### config.mk
export PLATFORM = sky130hd
export DESIGN_NAME = mqtt_rx_packet_parser
export DESIGN_NICKNAME = d
export VERILOG_FILES = /design/src/rtl/mqtt_rx_pkg.sv /design/src/rtl/mqtt_rx_packet_parser.sv
export SDC_FILE = /design/constraint.sdc
export NUM_CORES = 1
export LEC_CHECK = 0
export BUFFER_PORTS_ARGS = -buffer_cell sky130_fd_sc_hd__buf_4
export CORE_MARGIN = 10
export CORE_UTILIZATION = 64
export DETAILED_ROUTE_END_ITERATION = 7
export GPL_ROUTABILITY_DRIVEN = 0
export PLACE_DENSITY = 0.84
export REMOVE_ABC_BUFFERS = 1
export SLEW_MARGIN = 20
export SYNTH_ARGS = -nofsm -noshare
export SYNTH_HDL_FRONTEND = slang
export SYNTH_SLANG_ARGS = --single-unit
### constraint.sdc
create_clock -name clk -period 7 [get_ports clk]
set_clock_uncertainty 0.2 [all_clocks]
set_input_delay 1.4 -clock clk [delete_from_list [all_inputs] [get_ports clk]]
set_output_delay 1.4 -clock clk [all_outputs]
set_load 0.1 [all_outputs]
### src/rtl/mqtt_rx_pkg.sv
// ----------------------------------------------------------------------------
// mqtt_rx_pkg
// Shared types and codes of the MQTT receive packet parser: parse phases,
// result kinds, status codes, drain reasons and configuration defaults.
// ----------------------------------------------------------------------------
package mqtt_rx_pkg;

	// Fixed header length field: at most this many base-128 bytes.
	localparam int MAX_LEN_BYTES_DEF = 4;

	// Packet type nibble of PUBLISH.
	localparam logic [3:0] TYPE_PUBLISH = 4'd3;

	// Register indexes of the configuration port.
	localparam logic [1:0] REG_MAX_PUBLISH_BODY = 2'd0;
	localparam logic [1:0] REG_TOPIC_LIMIT      = 2'd1;
	localparam logic [1:0] REG_PAYLOAD_LIMIT    = 2'd2;

	// Register values after reset.
	localparam logic [15:0] MAX_PUBLISH_BODY_RST = 16'd256;
	localparam logic [15:0] TOPIC_LIMIT_RST      = 16'd63;
	localparam logic [15:0] PAYLOAD_LIMIT_RST    = 16'd255;

	// Header byte masks.
	localparam logic [7:0] LEN_VALUE_MASK = 8'h7F;
	localparam logic [7:0] LEN_CONT_MASK  = 8'h80;

	// Result kinds.
	localparam logic [1:0] KIND_STATUS  = 2'd0;
	localparam logic [1:0] KIND_TOPIC   = 2'd1;
	localparam logic [1:0] KIND_PAYLOAD = 2'd2;

	// Status codes.
	localparam logic [2:0] ST_PROGRESS  = 3'd0;
	localparam logic [2:0] ST_PUB_DONE  = 3'd1;
	localparam logic [2:0] ST_OTHER     = 3'd2;
	localparam logic [2:0] ST_LARGE     = 3'd3;
	localparam logic [2:0] ST_MALFORMED = 3'd4;
	localparam logic [2:0] ST_LENERR    = 3'd5;

	// Why a packet is being drained.
	typedef enum logic [1:0] {
		DR_OTHER     = 2'd0,
		DR_LARGE     = 2'd1,
		DR_MALFORMED = 2'd2
	} drain_t;

	// Parse phases, one-hot.
	typedef enum logic [6:0] {
		PH_HDR     = 7'b0000001,
		PH_LEN     = 7'b0000010,
		PH_TLEN_HI = 7'b0000100,
		PH_TLEN_LO = 7'b0001000,
		PH_TOPIC   = 7'b0010000,
		PH_PAYLOAD = 7'b0100000,
		PH_DRAIN   = 7'b1000000
	} phase_t;

endpackage

### src/rtl/mqtt_rx_packet_parser.sv
// ----------------------------------------------------------------------------
// mqtt_rx_packet_parser
// Byte-wise parser of received MQTT 3.1.1 packets: fixed header, remaining
// length, PUBLISH topic and payload bytes, end-of-packet status.
// ----------------------------------------------------------------------------
// Usage:
//   Received bytes enter on the s_axis channel, one byte per transfer.
//   Results leave on the m_axis channel: topic bytes, payload bytes and
//   status-only items; tlast marks the last result of a packet and the
//   status field then tells how the packet ended. Bytes that give no result
//   (header, length, topic length, skipped and drained bytes) are consumed
//   silently.
//   The cfg channel writes the three limit registers; it is always ready.
//   The user must write it only while no packet is being parsed; the
//   block itself does not enforce this. A transferred byte is held in the
//   input register, is parsed from there, and its result is then presented
//   from the result register. One byte per cycle is sustained while the
//   receiver takes the results, as each byte is parsed in one update.
//   When the receiver stalls, a finished result waits in the output
//   register and one more byte is held in the input register; bytes that
//   give no result are still parsed. After that s_axis_tready drops.
//   Reset returns the parser to waiting for a header byte, empties both
//   registers and loads the default limits.
// ----------------------------------------------------------------------------
module mqtt_rx_packet_parser
	import mqtt_rx_pkg::*;
#(
	parameter int MAX_LEN_BYTES = MAX_LEN_BYTES_DEF
) (
	input  logic        clk,
	input  logic        arst_n,
	// Received byte stream.
	input  logic        s_axis_tvalid,
	output logic        s_axis_tready,
	input  logic [7:0]  s_axis_tdata,   // [7:0] rx_byte
	// Result stream.
	output logic        m_axis_tvalid,
	input  logic        m_axis_tready,
	output logic [15:0] m_axis_tdata,   // [7:0] data_byte, [11:8] packet_type,
	                                    // [14:12] status, [15] zero
	output logic [1:0]  m_axis_tuser,   // [1:0] item_kind
	output logic        m_axis_tlast,   // packet_end
	// Configuration writes.
	input  logic        cfg_valid,
	output logic        cfg_ready,
	input  logic [1:0]  cfg_index,
	input  logic [15:0] cfg_data
);

	// Configuration registers.
	logic [15:0] max_publish_body_q;
	logic [15:0] topic_limit_q;
	logic [15:0] payload_limit_q;

	// Input register.
	logic        in_valid_s1;
	logic [7:0]  in_byte_s1;

	// Parser state.
	phase_t      phase_q;
	logic [3:0]  header_type_q;
	logic [1:0]  len_idx_q;
	logic [27:0] remaining_q;
	logic [15:0] topic_len_q;
	logic [15:0] topic_seen_q;
	logic [27:0] payload_seen_q;
	drain_t      drain_q;

	// Result register.
	logic        out_valid_q;
	logic [1:0]  out_kind_q;
	logic [7:0]  out_data_q;
	logic [3:0]  out_type_q;
	logic        out_end_q;
	logic [2:0]  out_status_q;

	// Next state and result of the byte in the input register.
	phase_t      phase_d;
	logic [3:0]  header_type_d;
	logic [1:0]  len_idx_d;
	logic [27:0] remaining_d;
	logic [15:0] topic_len_d;
	logic [15:0] topic_seen_d;
	logic [27:0] payload_seen_d;
	drain_t      drain_d;
	logic        res_valid;
	logic [1:0]  res_kind;
	logic [7:0]  res_data;
	logic        res_end;
	logic [2:0]  res_status;

	logic        out_free;
	logic        proc;
	logic [27:0] len_part;
	logic [27:0] len_sum;
	logic [27:0] rem_dec;
	logic [15:0] topic_full;
	logic [15:0] topic_inc;
	logic [27:0] payload_inc;
	logic        body_last;
	logic        body_pass;

	assign cfg_ready = 1'b1;

	// Configuration register writes; indexes beyond the list are ignored.
	always_ff @(posedge clk or negedge arst_n) begin
		if (!arst_n) begin
			max_publish_body_q <= MAX_PUBLISH_BODY_RST;
			topic_limit_q      <= TOPIC_LIMIT_RST;
			payload_limit_q    <= PAYLOAD_LIMIT_RST;
		end else if (cfg_valid && cfg_ready) begin
			case (cfg_index)
				REG_MAX_PUBLISH_BODY: max_publish_body_q <= cfg_data;
				REG_TOPIC_LIMIT:      topic_limit_q      <= cfg_data;
				REG_PAYLOAD_LIMIT:    payload_limit_q    <= cfg_data;
				default: ;
			endcase
		end
	end

	// The held byte is parsed when its result, if any, has room to go.
	assign out_free      = !out_valid_q || m_axis_tready;
	assign proc          = in_valid_s1 && (out_free || !res_valid);
	assign s_axis_tready = !in_valid_s1 || proc;

	// Input register.
	always_ff @(posedge clk or negedge arst_n) begin
		if (!arst_n) begin
			in_valid_s1 <= 1'b0;
		end else if (s_axis_tready) begin
			in_valid_s1 <= s_axis_tvalid;
		end
	end

	always_ff @(posedge clk) begin
		if (s_axis_tvalid && s_axis_tready) begin
			in_byte_s1 <= s_axis_tdata;
		end
	end

	// Base-128 length digit placed at its weight.
	always_comb begin
		case (len_idx_q)
			2'd0:    len_part = {21'd0, in_byte_s1[6:0]};
			2'd1:    len_part = {14'd0, in_byte_s1[6:0], 7'd0};
			2'd2:    len_part = {7'd0, in_byte_s1[6:0], 14'd0};
			default: len_part = {in_byte_s1[6:0], 21'd0};
		endcase
	end

	assign len_sum     = remaining_q + len_part;
	assign rem_dec     = remaining_q - 28'd1;
	assign topic_full  = {topic_len_q[15:8], in_byte_s1};
	assign topic_inc   = topic_seen_q + 16'd1;
	assign payload_inc = payload_seen_q + 28'd1;
	assign body_last   = (rem_dec == 28'd0);
	assign body_pass   = phase_q == PH_TOPIC ? (topic_inc <= topic_limit_q)
	                                         : (payload_inc <= {12'd0, payload_limit_q});

	// Phase machine: one byte per pass.
	always_comb begin
		phase_d        = phase_q;
		header_type_d  = header_type_q;
		len_idx_d      = len_idx_q;
		remaining_d    = remaining_q;
		topic_len_d    = topic_len_q;
		topic_seen_d   = topic_seen_q;
		payload_seen_d = payload_seen_q;
		drain_d        = drain_q;
		res_valid      = 1'b0;
		res_kind       = KIND_STATUS;
		res_data       = 8'd0;
		res_end        = 1'b1;
		res_status     = ST_PROGRESS;

		case (phase_q)
			PH_LEN: begin
				remaining_d = len_sum;
				if ((in_byte_s1 & LEN_CONT_MASK) != 8'd0) begin
					if ({1'b0, len_idx_q} + 3'd1 >= 3'(MAX_LEN_BYTES)) begin
						phase_d    = PH_HDR;
						res_valid  = 1'b1;
						res_status = ST_LENERR;
					end else begin
						len_idx_d = len_idx_q + 2'd1;
					end
				end else if (header_type_q != TYPE_PUBLISH) begin
					if (len_sum == 28'd0) begin
						phase_d    = PH_HDR;
						res_valid  = 1'b1;
						res_status = ST_OTHER;
					end else begin
						phase_d = PH_DRAIN;
						drain_d = DR_OTHER;
					end
				end else if (len_sum > {12'd0, max_publish_body_q}) begin
					phase_d = PH_DRAIN;
					drain_d = DR_LARGE;
				end else if (len_sum == 28'd0) begin
					phase_d    = PH_HDR;
					res_valid  = 1'b1;
					res_status = ST_MALFORMED;
				end else if (len_sum == 28'd1) begin
					phase_d = PH_DRAIN;
					drain_d = DR_MALFORMED;
				end else begin
					phase_d = PH_TLEN_HI;
				end
			end

			PH_TLEN_HI: begin
				topic_len_d = {in_byte_s1, 8'd0};
				remaining_d = rem_dec;
				phase_d     = PH_TLEN_LO;
			end

			PH_TLEN_LO: begin
				topic_len_d    = topic_full;
				remaining_d    = rem_dec;
				topic_seen_d   = 16'd0;
				payload_seen_d = 28'd0;
				if ({12'd0, topic_full} > rem_dec) begin
					if (body_last) begin
						phase_d    = PH_HDR;
						res_valid  = 1'b1;
						res_status = ST_MALFORMED;
					end else begin
						phase_d = PH_DRAIN;
						drain_d = DR_MALFORMED;
					end
				end else if (body_last) begin
					phase_d    = PH_HDR;
					res_valid  = 1'b1;
					res_status = ST_PUB_DONE;
				end else begin
					phase_d = (topic_full != 16'd0) ? PH_TOPIC : PH_PAYLOAD;
				end
			end

			PH_TOPIC, PH_PAYLOAD: begin
				remaining_d = rem_dec;
				if (phase_q == PH_TOPIC) begin
					topic_seen_d = topic_inc;
					if (topic_inc >= topic_len_q) begin
						phase_d = PH_PAYLOAD;
					end
				end else begin
					payload_seen_d = payload_inc;
				end
				if (body_last) begin
					phase_d = PH_HDR;
				end
				// A passed byte always gives a result; a skipped one only at the end.
				res_valid  = body_pass || body_last;
				res_end    = body_last;
				res_status = body_last ? ST_PUB_DONE : ST_PROGRESS;
				if (body_pass) begin
					res_kind = (phase_q == PH_TOPIC) ? KIND_TOPIC : KIND_PAYLOAD;
					res_data = in_byte_s1;
				end
			end

			PH_DRAIN: begin
				remaining_d = rem_dec;
				if (body_last) begin
					phase_d   = PH_HDR;
					res_valid = 1'b1;
					case (drain_q)
						DR_LARGE:     res_status = ST_LARGE;
						DR_MALFORMED: res_status = ST_MALFORMED;
						default:      res_status = ST_OTHER;
					endcase
				end
			end

			default: begin
				// Header byte: start a new packet.
				header_type_d  = in_byte_s1[7:4];
				len_idx_d      = 2'd0;
				remaining_d    = 28'd0;
				topic_len_d    = 16'd0;
				topic_seen_d   = 16'd0;
				payload_seen_d = 28'd0;
				drain_d        = DR_OTHER;
				phase_d        = PH_LEN;
			end
		endcase
	end

	// Parser state update.
	always_ff @(posedge clk or negedge arst_n) begin
		if (!arst_n) begin
			phase_q        <= PH_HDR;
			header_type_q  <= 4'd0;
			len_idx_q      <= 2'd0;
			remaining_q    <= 28'd0;
			topic_len_q    <= 16'd0;
			topic_seen_q   <= 16'd0;
			payload_seen_q <= 28'd0;
			drain_q        <= DR_OTHER;
		end else if (proc) begin
			phase_q        <= phase_d;
			header_type_q  <= header_type_d;
			len_idx_q      <= len_idx_d;
			remaining_q    <= remaining_d;
			topic_len_q    <= topic_len_d;
			topic_seen_q   <= topic_seen_d;
			payload_seen_q <= payload_seen_d;
			drain_q        <= drain_d;
		end
	end

	// Result register.
	always_ff @(posedge clk or negedge arst_n) begin
		if (!arst_n) begin
			out_valid_q <= 1'b0;
		end else if (out_free) begin
			out_valid_q <= proc && res_valid;
		end
	end

	always_ff @(posedge clk) begin
		if (proc && res_valid) begin
			out_kind_q   <= res_kind;
			out_data_q   <= res_data;
			out_type_q   <= header_type_q;
			out_end_q    <= res_end;
			out_status_q <= res_status;
		end
	end

	assign m_axis_tvalid = out_valid_q;
	assign m_axis_tdata  = {1'b0, out_status_q, out_type_q, out_data_q};
	assign m_axis_tuser  = out_kind_q;
	assign m_axis_tlast  = out_end_q;

	// A packet end always carries a final status.
	assert property (@(posedge clk) disable iff (!arst_n)
		(m_axis_tvalid && m_axis_tlast) |-> (out_status_q != ST_PROGRESS))
		else $error("packet end without a final status");

	// A result that does not end a packet is a data byte in progress.
	assert property (@(posedge clk) disable iff (!arst_n)
		(m_axis_tvalid && !m_axis_tlast) |->
			(out_kind_q != KIND_STATUS && out_status_q == ST_PROGRESS))
		else $error("mid-packet result is not a data byte");

	// Status-only results carry a zero data byte.
	assert property (@(posedge clk) disable iff (!arst_n)
		(m_axis_tvalid && out_kind_q == KIND_STATUS) |-> (out_data_q == 8'd0))
		else $error("status-only result with data");

	// A parsed header byte always moves on to the length field.
	assert property (@(posedge clk) disable iff (!arst_n)
		(proc && phase_q == PH_HDR) |=> (phase_q == PH_LEN))
		else $error("header byte did not start the length field");

	// A byte waiting in the input register is neither lost nor changed.
	assert property (@(posedge clk) disable iff (!arst_n)
		(in_valid_s1 && !proc) |=> (in_valid_s1 && $stable(in_byte_s1)))
		else $error("held input byte was overwritten");

endmodule
# Word level (Yosys, flattened, before mapping)
# Cells that the tools add are included.
# op_classes
add_sub_neg	6
reduce_logical	34
mul	0
n_lt_le_gt_ge	6
n_shift	0
mux	56
div_mod_pow	0
n_bitwise	6
eq_ne	28
# ops
operator	n
28-bit case mux with 2 select lines	2
7-bit 2-to-1 mux	13
28-bit case mux with 3 select lines	1
28-bit logical NOT	2
16-bit case mux with 3 select lines	1
7-bit case mux with 5 select lines	1
16-bit case mux with 2 select lines	1
28-bit by 1-bit adder with 28-bit output (second input constant)	1
28-bit adder	1
28-bit by 1-bit equality test with 1-bit output (second input constant)	1
16-bit by 28-bit > comparator with 1-bit output	1
28-bit by 16-bit > comparator with 1-bit output	1
28-bit by 16-bit <= comparator with 1-bit output	1
28-bit 2-to-1 mux	1
28-bit by 1-bit subtractor with 28-bit output (second input constant)	1
2-bit 2-to-1 mux	12
3-bit 2-to-1 mux	8
16-bit by 1-bit adder with 16-bit output (second input constant)	1
16-bit >= comparator	1
16-bit <= comparator	1
16-bit 2-to-1 mux	1
2-bit != test (second input constant)	8
16-bit nonzero test	1
3-bit != test (second input constant)	5
other kinds (35)	69
# word_totals
memories	0
romBits	0
ram_bits	0
input_bits	31
latchBits	0
register_bits	179
wordCells	156
out_inout_bits	22

# Logic depth before layout (Yosys ltp)
# logic_depth
ltp_word	14
depth_mapped	25
mapped_depth_nobuf	23

# Worst setup path before layout
# Ideal clock, no wire load.
# synth_path
path_kind	reg2out
from	reg len_idx_q[0]
to	out s_axis_tready
t_required_ns	5.400
arrival_ns	5.406
n_path_buf	1
setup_slack_ns	-0.006
path_stages_with_launch	22
path_cell_list	dfrtp_1 -> ha_1 -> clkbuf_1 -> nor2b_1 -> and2_1 -> ha_1 -> inv_1 -> fa_1 -> nand2b_1 -> a21oi_1 -> nor4_1 -> nor3_1 -> ha_1 -> a211o_1 -> o21ai_0 -> a31oi_1 -> o21ai_0 -> nor2_1 -> or4_1 -> or4_1 -> a21boi_0 -> inv_1
# synth_between
elab_chain_len	13
word_cells_on_any_way	19
classes_between	2 x add/sub; 2 x order compare; 2 x eq/ne; 7 x mux; 6 x reduce/logical
# synth_lines
item	line	rtl
start, declared	mqtt_rx_packet_parser.sv:62	logic [1:0] len_idx_q;
start signal, assigned	mqtt_rx_packet_parser.sv:304	len_idx_q <= len_idx_d;
branches (longest 7 deep; another with 28-bit adder)	n/a	
1-bit 2-to-1 mux *	mqtt_rx_packet_parser.sv:179	if ((in_byte_s1 & LEN_CONT_MASK) != 8'd0) begin
1-bit case mux with 3 select lines *	mqtt_rx_packet_parser.sv:176	case (phase_q)
1-bit logical NOT *	mqtt_rx_packet_parser.sv:123	assign proc = in_valid_s1 && (out_free || !res_valid);
1-bit logical OR *	mqtt_rx_packet_parser.sv:123	
1-bit logical AND *	mqtt_rx_packet_parser.sv:123	
1-bit logical OR *	mqtt_rx_packet_parser.sv:124	assign s_axis_tready = !in_valid_s1 || proc;
end, declared	mqtt_rx_packet_parser.sv:34	output logic s_axis_tready,
# Mark *: on every way between the ends.

# Worst setup path after layout
# Ends and elaborated chain as after synthesis.

==> summary.md <==
| Metric | Value |
|---|---|
| Status | finished with violations |
| Failing checks | setup timing |
| Commonest cells in the netlist | dfrtp_1, nand2_1, o21ai_0 |
| Net Switching | 2430 uW |
| Pwr Total | 5190 uW |
| Sink Count | 179 |
| Register Area | 4630 um^2 |
| Crit-path max cell delay | 0.59 ns |
| Synth Instances | 1544 |
| GRT Resource Usage Total | 28.6% |
| Synth unique cells | 82 |
| Final Cycle Share | 101% |
| Hold-fix buffers, CTS | 0 |
| R2r endpoint | out_type_q[2]$_DFFE_PP_ |
| Sw frac | 46.9% |
| Hold_ws | 0.304 ns |
| DP HPWL | 29100 um |
| # Max-Cap Violations | 0 |
| Skew-Pair Late Insertion Delay | 0.45 ns |
| Top cells by area, synth | dfrtp_1, ha_1, edfxtp_1, o21ai_0, mux2_2 |
| Worst Reg-to-Reg Cells | 18 |
| Register-to-register setup slack | 1.16 ns |
| Top-count cell post-synth | dfrtp_1 |
| CTS tree | built |
| Antenna violations before repair | 1 |
| Ys async rst share | 85.5% |
| Number of synthesis warnings | 0 |
| CTS root buf | clkbuf_16 |
| Cell area after synthesis | 13600 um^2 |
| CP Capture Type | primary output |
| IO Pins | 53 |
| Maximum vdd drop | 226 uV |
| Slowest-stage cell, CP | or4_1 |
| Worst Tran Pin Value | 1.23 ns |
| Minimum clock period | 7.06 ns |
| Int Power | 2750 uW |
| Final Core Density | 73.2% |
| WP data arrival | 5.46 ns |
| Max Freq | 0.142 GHz |
| Crit path cell chain | inv_2 -> ha_1 -> nor2b_4 -> and2_1 -> ha_2 -> inv_1 -> fa_2 -> nand2b_4 -> a21oi_1 -> xor2_1 -> or4_1 -> nor4_2 -> nand4_1 -> or4_4 -> or4_4 -> a21boi_2 -> buf_4 -> inv_2 -> buf_12 |
| TritonCTS buffer count | 17 |
| ANT nets after route | 0 |
| Nature of the critical path startpoint | flip-flop |
| Remaining global-route overflow | 0 |
| Final nets | 1755 |
| Final WS setup | -0.0559 ns |
| CTS clk-pin slew, worst paths | 0.07 ns |
| Critical Path Fanout Max | 4 |
| DR vias | 13.1k |
| Layout cells sized above 1 | 18.1% |
| 1st-iter DRT viols | 1650 |
| WL/cell | 21.9 um |
| Setup_tns | -0.0559 ns |
| Avg Cell Area, Syn | 8.79 um^2 |
| Placed cell area | 14300 um^2 |
| Core area | 21000 um^2 |
| Post-Route WL | 41500 um |
| 1st-pass router iterations | 6 |
| Vias per cell | 6.91 |
| Hold crit path type | reg2reg |
| Worst Setup EP | s_axis_tready |
| Crit-path leading delay family | simple AND/OR/NAND/NOR gates |
| Critical path type | reg2out |
| Post-synth top flop | dfrtp_1 |
| CP Launch Point | len_idx_q[0]$_DFFE_PN0P_ |
| Final Instance Area | 15300 um^2 |
| Sequential fraction of the synthesis area | 34.1% |
| H-tree Lvls | 4 |
| Slew Limit Fails | 0 |
| Residual DRC count | 0 |
| R2r startpoint | payload_seen_q[2]$_DFFE_PN0P_ |
| Die Ht | 166 um |
| Buf/Inv on CP | 5 |
| Finish-stage setup viols | 1 |
| Row cnt | 53 |
| Die area | 27400 um^2 |
| Hold Violations, Final | 0 |
| Max clock buf depth | 2 |
| Antenna Cells | 0 |
| RSZ-0062 raised after global routing | true |
| Area occupied by multi-input gates | 8550 um^2 |
| Slew headroom | 17.5% |
| Logic pwr share | 55.3% |
| Initial Util | 64.8% |
| # port buffers | 50 |
| EDFF count, synth | 26 |
| Synth top area share | 25.3% |
| Vias in the first global route | 12.5k |
| Sequential power share | 26.6% |
| Area growth syn-to-layout | 13.1% |
| Leak | 0.00700 uW |
| Yosys top cell by area | dfrtp_1 |
| Global-route wire length before repair | 65200 um |
| Die X | 166 um |
| Flops & latches, synth | 179 |
| WP depth | 19 |
| Largest net degree at the start of global routing | 102 |
| Fillers | 1461 |
| CP Data Required Time | 5.40 ns |
| PwrDens | 338 nW/um^2 |
| Clock power share | 18.2% |
[kinds of logic after synthesis]
kind of cell | synth area share, %
and+or+nand+nor | 20.5
AOI/OAI and AO/OA | 19.8
buffers and inverters | 4.96
xor gates and xnor gates | 4.20
other | 0.0553
muxes | 5.64
DFF | 34.1
adders and majority gates | 10.8
[layout by cell type, fill, tap and decap left out, types with 10 or more instances in the layout]
cell / instances
a21o_1: 22
nand2_1: 136
xnor2_1: 31
nand4_1: 41
ha_1: 107
nor2_1: 86
o21ai_1: 11
inv_1: 85
a21oi_1: 83
o21ai_0: 114
nor3_1: 35
nor4_1: 25
or3_1: 10
clkbuf_16: 17
edfxtp_1: 26
nand3_1: 46
o31ai_1: 58
mux2_2: 49
dfstp_2: 16
buf_4: 119
mux2i_1: 18
or4_1: 13
nand2b_1: 14
and3_1: 15
xor2_1: 34
o211ai_1: 18
dfrtp_1: 137
and2_1: 42
nor2b_1: 10
[per-stage QoR]
stage	cells	setup WS, ns
6_report	1896	-0.0559
3_5_place_dp	1839	-0.149
4_1_cts	1888	0.0123
2_1_floorplan	1467	-0.0184
5_1_grt	1896	-0.133
3_3_place_gp	1839	0.0634
[cell type report]
class / count / area share (%)
inverters: 88 / 2.15
well taps: 275 / 2.24
clock inverters: 13 / 0.709
flip-flops and latches: 179 / 30.2
repair buffers: 122 / 6.10
clock buffers: 19 / 2.89
multi-input cells: 1200 / 55.7
[flip-flops by register name, indices dropped and copies added (netlist names), 16 cells and up]
register,cells
payload_seen_q,28
remaining_q,28
max_publish_body_q,16
payload_limit_q,16
topic_len_q,16
topic_limit_q,16
topic_seen_q,16
[power by group through the flow]
stage	Clock (uW)	Sequential, uW	Combinational (uW)
after floorplan	0	1360	1690
after global placement	0	1370	2400
after detailed placement	0	1380	2480
after CTS	939	1360	2620
after global routing	987	1390	3060
final	941	1380	2870
[worst reg2reg max path: cells and delay by family, from the launching register on]
| kind | cells | cell delay (ns) |
|---|---|---|
| DFF | 1 | 0.50 |
| adders and majority gates | 1 | 0.27 |
| xor gates and xnor gates | 1 | 0.21 |
| buffers and inverters | 1 | 0.30 |
| AOI/OAI and AO/OA | 5 | 1.12 |
| and+or+nand+nor | 10 | 2.93 |
[per-layer routing]
metal | part of all wire (%) | routed length (um) | GRT usage (%)
met5 | 0.031 | 13 | 0
met1 | 38 | 15700 | 35.9
met2 | 45 | 18800 | 44.9
met4 | 5.7 | 2350 | 15.2
met3 | 11 | 4630 | 6.53
[repair_timing]
item / in CTS / in global routing
cloned: 0 / 0
pin swaps: 22 / 17
setup endpoints to repair: 1 / 1
gates resized for setup: 41 / 24
buffers inserted: 17 / 8
[worst min-delay path by stage]
stage                     slack [ns]                      end                    startpoint  depth (start not counted)
after floorplan                 0.24  out_type_q[3]$_DFFE_PP_  header_type_q[3]$_DFFE_PN0P_                          0
after global placement          0.27  out_type_q[3]$_DFFE_PP_  header_type_q[3]$_DFFE_PN0P_                          0
after detailed placement        0.27  out_type_q[3]$_DFFE_PP_  header_type_q[3]$_DFFE_PN0P_                          0
after CTS                       0.30  out_type_q[3]$_DFFE_PP_  header_type_q[3]$_DFFE_PN0P_                          0
after global routing            0.31  out_type_q[2]$_DFFE_PP_  header_type_q[2]$_DFFE_PN0P_                          0
final                           0.30  out_type_q[3]$_DFFE_PP_  header_type_q[3]$_DFFE_PN0P_                          0
Power figures use the tool's default switching activity.
